**src/rtl/core/max_ones_rectangle_area_macros.svh**
```systemverilog
// ----------------------------------------------------------------------------
// Assertion macros
// Shared concurrent assertion forms for the maximal rectangle block.
// ----------------------------------------------------------------------------
`ifndef MAX_ONES_RECTANGLE_AREA_MACROS_SVH
`define MAX_ONES_RECTANGLE_AREA_MACROS_SVH

// Same-cycle implication, disabled during reset.
`define MORA_ASSERT_NOW(label, clk, rstn, ante, cons) \
    label: assert property (@(posedge clk) disable iff (!(rstn)) (ante) |-> (cons)) \
        else $error("assertion failed");

// Next-cycle implication, disabled during reset.
`define MORA_ASSERT_NEXT(label, clk, rstn, ante, cons) \
    label: assert property (@(posedge clk) disable iff (!(rstn)) (ante) |=> (cons)) \
        else $error("assertion failed");

`endif

```
**src/rtl/core/mora_pkg.sv**
```systemverilog
// ----------------------------------------------------------------------------
// mora_pkg
// Constants and types shared by the maximal rectangle block.
// ----------------------------------------------------------------------------
package mora_pkg;

    localparam int DEF_MAX_COLS    = 256;
    localparam int DEF_MAX_ROWS    = 256;

    localparam int ROW_WIDTH_W     = 9;
    localparam int ROW_WIDTH_RESET = 256;
    localparam int AREA_W          = 17;
    localparam int ROWS_W          = 9;
    localparam logic [AREA_W-1:0] AREA_MAX = 17'h1FFFF;

    // Per-column pass control issued by the sequencer.
    typedef struct packed {
        logic issue;
        logic left_pass;
        logic first;
    } mora_pass_t;

endpackage

```
**src/rtl/core/mora_row_buf.sv**
```systemverilog
// ----------------------------------------------------------------------------
// mora_row_buf
// Row pixel store: written from the input channel, read by the column passes.
// ----------------------------------------------------------------------------
module mora_row_buf #(
    parameter int MAX_COLS = mora_pkg::DEF_MAX_COLS,
    parameter int COL_W    = 8
) (
    input  logic             aclk,
    input  logic             wr_en,
    input  logic [COL_W-1:0] wr_addr,
    input  logic             wr_data,
    input  logic             rd_en,
    input  logic [COL_W-1:0] rd_addr,
    output logic             rd_data
);
    import mora_pkg::*;

    logic mem [MAX_COLS];
    logic rd_data_reg;

    always_ff @(posedge aclk) begin
        if (wr_en) begin
            mem[wr_addr] <= wr_data;
        end
        if (rd_en) begin
            rd_data_reg <= mem[rd_addr];
        end
    end

    assign rd_data = rd_data_reg;

endmodule

```
**config.mk**
```make
export PLATFORM = sky130hd
export DESIGN_NAME = mora_row_buf
export DESIGN_NICKNAME = d
export VERILOG_FILES = /design/src/rtl/core/max_ones_rectangle_area_macros.svh /design/src/rtl/core/mora_pkg.sv /design/src/rtl/core/mora_row_buf.sv
export SDC_FILE = /design/constraint.sdc
export NUM_CORES = 1
export LEC_CHECK = 0
export BUFFER_PORTS_ARGS = -buffer_cell sky130_fd_sc_hd__clkbuf_2
export CAP_MARGIN = 25
export CORE_UTILIZATION = 45
export CTS_CLUSTER_SIZE = 8
export DETAILED_ROUTE_END_ITERATION = 8
export REMOVE_ABC_BUFFERS = 1
export SETUP_SLACK_MARGIN = 0.3
export SLEW_MARGIN = 10
export SYNTH_ARGS = -nofsm -noshare
export SYNTH_HDL_FRONTEND = slang
export SYNTH_SLANG_ARGS = --single-unit
```
**constraint.sdc**
```tcl
create_clock -name aclk -period 4.2 [get_ports aclk]
set_input_delay 0.63 -clock aclk [delete_from_list [all_inputs] [get_ports aclk]]
set_output_delay 0.63 -clock aclk [all_outputs]
set_load 0.01 [all_outputs]
```
==> flow_metrics.py, run 1 <==
metrics = {
    "setup_path": {
        "reg2reg_depth": 6,
        "critPathKind": "input pin to flop",
        "startpoint_type": "input pin",
        "rr_endpoint": "rd_data$_DFFE_PP_",
        "required_ps": 4440,
        "reg2reg_slack_ps": 2020,
        "worstPathArrival_ps": 2790,
        "cp-end-kind": "flop",
        "r2r_start": "mem[195]$_DFFE_PP_",
        "worstPathMaxFanout": 26,
    },
    "global_routing": {
        "grt_pass1_wl_um": 40100,
        "grt_pass1_vias": 6918,
        "antenna_found_initial": 0,
        "grt_max_degree": 164,
        "grt_usage": 0.212,
        "overflow": 0,
    },
    "place": {
        "portBuffers": 20,
        "dpl-instance-area_um2": 11400,
        "dp.final_hpwl_um": 15900,
        "place.gp.congestion": 0.832,
    },
    "die": {
        "fp-row-count": 57,
        "fp.dieH_um": 159,
        "dieArea_um2": 25400,
        "initial_core_util": 0.458,
        "core_area_um2": 24300,
        "dieWidth_um": 159,
        "ioPinCount": 21,
    },
    "sta": {
        "max_freq_mhz": 392,
        "setup_viol": 0,
        "finalCritPeriodShare": 0.607,
        "slew_headroom": 0.330,
        "drv_slew": 0,
        "fin_setup_tns_ps": 0,
        "hold_slack_ps": 340,
        "final_hold_viol_count": 0,
        "worst_pin_slew_ps": 1000,
        "fin_crit_ps": 2550,
        "fin_worst_skew_ps": 12.5,
        "rsz0062_at_grt": "no",
    },
    "clock_tree": {
        "post_cts_buffers": 0,
        "cts_root_buffer": "clkbuf_16",
        "cts_tree": "built",
        "clk_latency_ps": 510,
        "cts_buffers": 38,
        "clkTransAtPathRegs_ps": 50,
        "htreeDepth": 2,
        "clk_path_buf_depth": 3,
        "cts_sinks": 257,
        "ctsResizeCount": 0,
        "postCtsHoldBufs": 0,
    },
    "power_and_ir_drop": {
        "power.leakage_nw": 3.87,
        "power_density_nw_per_um2": 461,
        "ir_drop_mv": 0.244,
        "power_mw": 5.77,
    },
    "detailed_routing": {
        "routed_via_density": 5.83,
        "antenna_left": 0,
        "drt_pre_antenna_iters": 6,
        "drt_iter0_markers": 645,
        "wl_um": 26300,
        "num_vias": 6584,
        "wl_per_cell_um": 23.3,
        "drcViolationCount": 0,
    },
    "flow_run": {
        "cap_violations": 0,
    },
    "cells_and_area": {
        "largest_reg_flops": 256,
        "num-fill-cells": 2035,
        "stdcell_area_um2": 12500,
        "area_growth_pct": 12.4,
        "seqCellArea_um2": 7720,
        "layout-drive-gt1-share": 0.144,
        "multi_input_area_um2": 3140,
        "n_antenna_cell": 0,
        "final_nets": 823,
    },
    "hold_path": {
        "min-delay-start": "rd_en",
        "holdPathEnd": "rd_data$_DFFE_PP_",
        "hp-class": "input pin to flop",
        "hold_path_depth": 1,
    },
    "synthesis": {
        "syn_inst": 788,
        "yosys.area.top_type": "edfxtp_1",
        "syn_area_per_cell_um2": 14.1,
        "syn_area_um2": 11100,
        "synthTopCellsByArea": "edfxtp_1 (69%), nor2_1 (9.0%), mux4_2 (8.5%), mux2i_1 (4.6%), clkbuf_1 (1.3%)",
        "yosys_warnings": 0,
        "yosysTopAreaCellShare": 0.693,
        "synth_cell_types": 34,
        "ys_seq_elements": 257,
        "seq_area_frac_synth": 0.693,
    },
    "outcome": {
        "outcome": "finished, final reports clean",
    },
}
[through the flow]
| step | std cells | utilization | worst slack, ps |
|---|---|---|---|
| after CTS | 1127 | 0.512 | 1640 |
| after detailed placement | 1084 | 0.470 | 1110 |
| after global placement | 1084 | 0.470 | 1150 |
| final | 1130 | 0.515 | 1650 |
| after floorplan | 732 | - | 1970 |
| after global routing | 1130 | 0.515 | 1500 |
[cells in the mapped netlist]
cell	instances
buf_2	6
a22o_1	6
a21oi_1	2
buf_4	5
nand3_1	12
nand4_1	1
inv_1	1
nor4_1	5
nor2_1	268
a311oi_1	2
nor3_1	3
nand2_1	23
edfxtp_1	257
a31oi_1	3
a21boi_0	1
nand2b_1	1
a2111oi_0	2
mux2_2	1
nand3b_1	3
nor3b_1	1
o22ai_1	23
and3b_1	1
clkbuf_1	39
or4_1	1
mux4_2	42
o2111ai_1	1
buf_6	5
buf_1	1
o21ai_0	2
and3_1	1
nor2b_1	9
a22oi_1	8
or3b_1	1
mux2i_1	51
[layer usage]
layer,routed length [µm],global-route usage,part of all wire,vias up
met4,737,0.0747,0.028,0
met1,10700,0.273,0.41,3327
met3,1780,0.0409,0.068,60
met5,0,0,0,-
met2,13100,0.361,0.50,258
li1,-,-,-,2939
[cell usage in the layout (no fill, tap or decap), types with 3 or more instances in the layout]
| cell | n |
|---|---|
| nor2_1 | 268 |
| edfxtp_1 | 257 |
| mux2i_1 | 51 |
| mux4_2 | 42 |
| clkbuf_16 | 39 |
| nand2_1 | 23 |
| o22ai_1 | 23 |
| clkbuf_2 | 17 |
| nand3_1 | 12 |
| buf_4 | 10 |
| nor2b_1 | 9 |
| a22oi_1 | 8 |
| a22o_1 | 6 |
| nor4_1 | 5 |
| nand3b_1 | 3 |
| a31oi_1 | 3 |
| nor3_1 | 3 |
[area by class of cell]
type / instances / share of cell area
inverter: 1 / 0.000300
clock inverter: 3 / 0.00330
sequential: 257 / 0.617
clock buffer: 40 / 0.0783
timing repair buffer: 31 / 0.0180
tap: 324 / 0.0324
multi-input combinational: 474 / 0.251
[where the power goes]
| part | internal, mW | switching (mW) | leakage [nW] |
|---|---|---|---|
| Combinational | 0.0938 | 0.183 | 1.06 |
| Sequential | 2.84 | 0.00177 | 2.31 |
| Clock | 1.64 | 1.02 | 0.500 |
[logic make-up after synthesis]
family | share of synthesized area
flops | 0.693
buf+inv | 0.0249
simple gates | 0.119
mux | 0.132
compound gates | 0.0311
[worst max-delay path by stage]
| stage | startpoint | to |
|---|---|---|
| 2_1_floorplan | rd_addr[0] | rd_data$_DFFE_PP_ |
| 3_3_place_gp | rd_addr[1] | rd_data$_DFFE_PP_ |
| 3_5_place_dp | rd_addr[1] | rd_data$_DFFE_PP_ |
| 4_1_cts | rd_addr[1] | rd_data$_DFFE_PP_ |
| 5_1_grt | rd_addr[3] | rd_data$_DFFE_PP_ |
| 6_report | rd_addr[1] | rd_data$_DFFE_PP_ |
[critical path, stage by stage]
cell and delay (ps):
buf_4 390, buf_4 340, mux4_2 340, mux4_2 490, mux2i_1 150, o22ai_1 130, a21oi_1 180, a22oi_1 110
(Power assumes the default switching activity.)
==> inputs of run 2 (changes only) <==
--- a/config.mk
+++ b/config.mk
@@ -5,6 +5,7 @@
 export SDC_FILE = /design/constraint.sdc
 export NUM_CORES = 1
 export LEC_CHECK = 0
+export ABC_AREA = 1
 export BUFFER_PORTS_ARGS = -buffer_cell sky130_fd_sc_hd__clkbuf_2
 export CAP_MARGIN = 25
 export CORE_UTILIZATION = 45
==> constraint.sdc (replaced) <==
create_clock -name aclk -period 2.1 [get_ports aclk]
set_input_delay 0.315 -clock aclk [delete_from_list [all_inputs] [get_ports aclk]]
set_output_delay 0.315 -clock aclk [all_outputs]
set_load 0.01 [all_outputs]
==> flow_metrics.py, run 2 <==
metrics = {
    "clock_tree": {
        "cts_tree": "built",
        "ctsResizeCount": 0,
        "clkTransAtPathRegs_ps": 50,
        "cts_sinks": 257,
        "htreeDepth": 2,
        "postCtsHoldBufs": 0,
        "post_cts_buffers": 0,
        "clk_path_buf_depth": 3,
        "cts_buffers": 38,
        "clk_latency_ps": 510,
        "cts_root_buffer": "clkbuf_16",
    },
    "global_routing": {
        "overflow": 0,
        "grt_usage": 0.249,
        "grt_pass1_vias": 8165,
        "grt_util_met1": 0.359,
        "grt.busiest_layer": "met2",
        "use_met2": 0.389,
        "grt_pass1_wl_um": 48600,
        "antenna_found_initial": 1,
        "grt_max_degree": 59,
        "met3_usage": 0.0338,
    },
    "place": {
        "dp.cells": 1512,
        "place_ws_ps": 118,
        "place.gp.congestion": 0.802,
        "dpl-instance-area_um2": 12400,
        "portBuffers": 20,
        "dp.final_hpwl_um": 17200,
    },
    "cells_and_area": {
        "mostFrequentLayoutCells": "nand2_1 (299), nor2_1 (268), edfxtp_1 (257)",
        "layout_commonest_cell": "nand2_1",
        "final_nets": 1242,
        "final_cell_count_no_fill": 1556,
        "largest_reg_flops": 256,
        "layout-drive-gt1-share": 0.104,
        "stdcell_area_um2": 13400,
        "area_growth_pct": 14.5,
    },
    "synthesis": {
        "syn_area_per_cell_um2": 9.90,
        "seq_area_frac_synth": 0.658,
        "async_flop_share": 0,
        "synth.most_common_cell": "nand2_1",
        "synthTopCellsByCount": "nand2_1 (299), nor2_1 (268), edfxtp_1 (257)",
        "syn_area_um2": 11700,
        "synth_edf_count": 257,
        "synth_cell_types": 12,
        "yosys_warnings": 0,
        "ys_seq_elements": 257,
        "yosys.area.top_type": "edfxtp_1",
        "synthTopCellsByArea": "edfxtp_1 (66%), nand3_1 (11%), nand2_1 (9.6%), nor2_1 (8.6%), buf_6 (2.1%)",
        "synth_flop_cell": "edfxtp_1",
        "syn_inst": 1184,
        "yosysTopAreaCellShare": 0.658,
    },
    "sta": {
        "setup_ws_ps": 560,
        "fin_worst_skew_ps": 17.1,
        "max_freq_mhz": 649,
        "fin_crit_ps": 1540,
        "final_hold_viol_count": 0,
        "drv_slew": 0,
        "worst_pin_slew_ps": 578,
        "setup_viol": 0,
        "finalCritPeriodShare": 0.733,
        "hold_slack_ps": 13.5,
        "rsz0062_at_grt": "no",
        "slew_headroom": 0.614,
    },
    "detailed_routing": {
        "drcViolationCount": 0,
        "drt_pre_antenna_iters": 5,
        "routed_via_density": 5.58,
        "wl_per_cell_um": 20.5,
        "wl_um": 31900,
        "antenna_left": 0,
        "num_vias": 8684,
        "drt_iter0_markers": 916,
    },
    "power_and_ir_drop": {
        "p_sw_frac": 0.217,
        "switching_power_mw": 2.58,
        "ir_drop_mv": 0.506,
        "pwr-share-comb": 0.066,
        "clkPwrFrac": 0.456,
        "power_mw": 11.9,
        "intPower_mw": 9.31,
        "power.leakage_nw": 4.69,
        "power_density_nw_per_um2": 885,
        "seqPwrFrac": 0.477,
    },
    "setup_path": {
        "required_ps": 2360,
        "r2r_start": "mem[203]$_DFFE_PP_",
        "cp-end-kind": "flop",
        "reg2reg_depth": 10,
        "startpoint_type": "flop",
        "worstPathArrival_ps": 1800,
        "rr_endpoint": "rd_data$_DFFE_PP_",
        "critPathKind": "flop to flop",
        "worstPathMaxFanout": 1,
        "reg2reg_slack_ps": 560,
    },
    "hold_path": {
        "hold_path_depth": 1,
        "hp-class": "input pin to flop",
        "holdPathEnd": "rd_data$_DFFE_PP_",
        "min-delay-start": "rd_en",
    },
    "outcome": {
        "outcome": "finished, final reports clean",
    },
    "die": {
        "initial_core_util": 0.462,
        "fp.dieH_um": 163,
        "core_area_um2": 25400,
        "dieWidth_um": 163,
        "dieArea_um2": 26700,
        "fp-row-count": 58,
        "ioPinCount": 21,
    },
    "flow_run": {
        "cap_violations": 0,
    },
}
[run 2: cell types whose count changed in the layout (fill, tap and decap cells not counted), sizes merged, moves of 6 or more]
cell / delta
mux2i: -51
nand3: +242
inv: +17
nand2: +276
a22oi: -8
o22ai: -23
mux4: -42
nor2b: -9
buf: +51
a22o: -6
[run 2: power by group through the flow]
| stage | sequential [mW] | combinational [mW] | clock, mW |
|---|---|---|---|
| 6_report | 5.67 | 0.789 | 5.42 |
| 5_1_grt | 5.67 | 0.865 | 5.69 |
| 4_1_cts | 5.67 | 0.789 | 5.50 |
| 3_5_place_dp | 5.77 | 0.786 | 0 |
| 3_3_place_gp | 5.77 | 0.782 | 0 |
| 2_1_floorplan | 5.77 | 0.323 | 0 |
[run 2: stage by stage]
stage | setup TNS (ps) | util
after floorplan | -6.62 | -
after global placement | 0 | 0.488
after detailed placement | 0 | 0.488
after CTS | 0 | 0.529
after global routing | 0 | 0.529
final | 0 | 0.529
[run 2: worst max-delay path by stage]
stage                       start           endpoint  cells past startpoint
2_1_floorplan          rd_addr[0]  rd_data$_DFFE_PP_                     11
3_3_place_gp           rd_addr[0]  rd_data$_DFFE_PP_                     13
3_5_place_dp           rd_addr[0]  rd_data$_DFFE_PP_                     13
4_1_cts        mem[201]$_DFFE_PP_  rd_data$_DFFE_PP_                     10
5_1_grt        mem[203]$_DFFE_PP_  rd_data$_DFFE_PP_                     10
6_report       mem[203]$_DFFE_PP_  rd_data$_DFFE_PP_                     10
[run 2: layer usage]
| layer | vias up | part of all wire |
|---|---|---|
| li1 | 4075 | - |
| met1 | 4200 | 0.43 |
| met2 | 352 | 0.46 |
| met3 | 57 | 0.084 |
| met4 | 0 | 0.023 |
| met5 | - | 0 |
[run 2: critical path, cell delays in order, from the launching register on]
cell	delay (ps)
edfxtp_1	370
nand2_1	80
nand3_1	70
nand3_1	80
nand3_1	90
nand3_1	180
nand2_1	150
nand2_1	90
nand3_1	70
nand3_1	80
nand2_1	40
[run 2: kinds of logic (layout without fill, tap and decap cells)]
family,after synthesis,after routing,synth area share
AND/OR/NAND/NOR,824,824,0.291
flip-flops,257,257,0.658
buffers and inverters,103,144,0.0505
other,0,1,0
[run 2: cell type report]
type / instances / area (µm²)
Tap cell: 330 / 413
Inverter: 18 / 70.1
Multi-Input combinational cell: 824 / 3420
Clock inverter: 1 / 8.76
Fill cell: 2298 / 12000
Sequential cell: 257 / 7720
Timing Repair Buffer: 83 / 769
Antenna cell: 1 / 2.50
Clock buffer: 42 / 1030
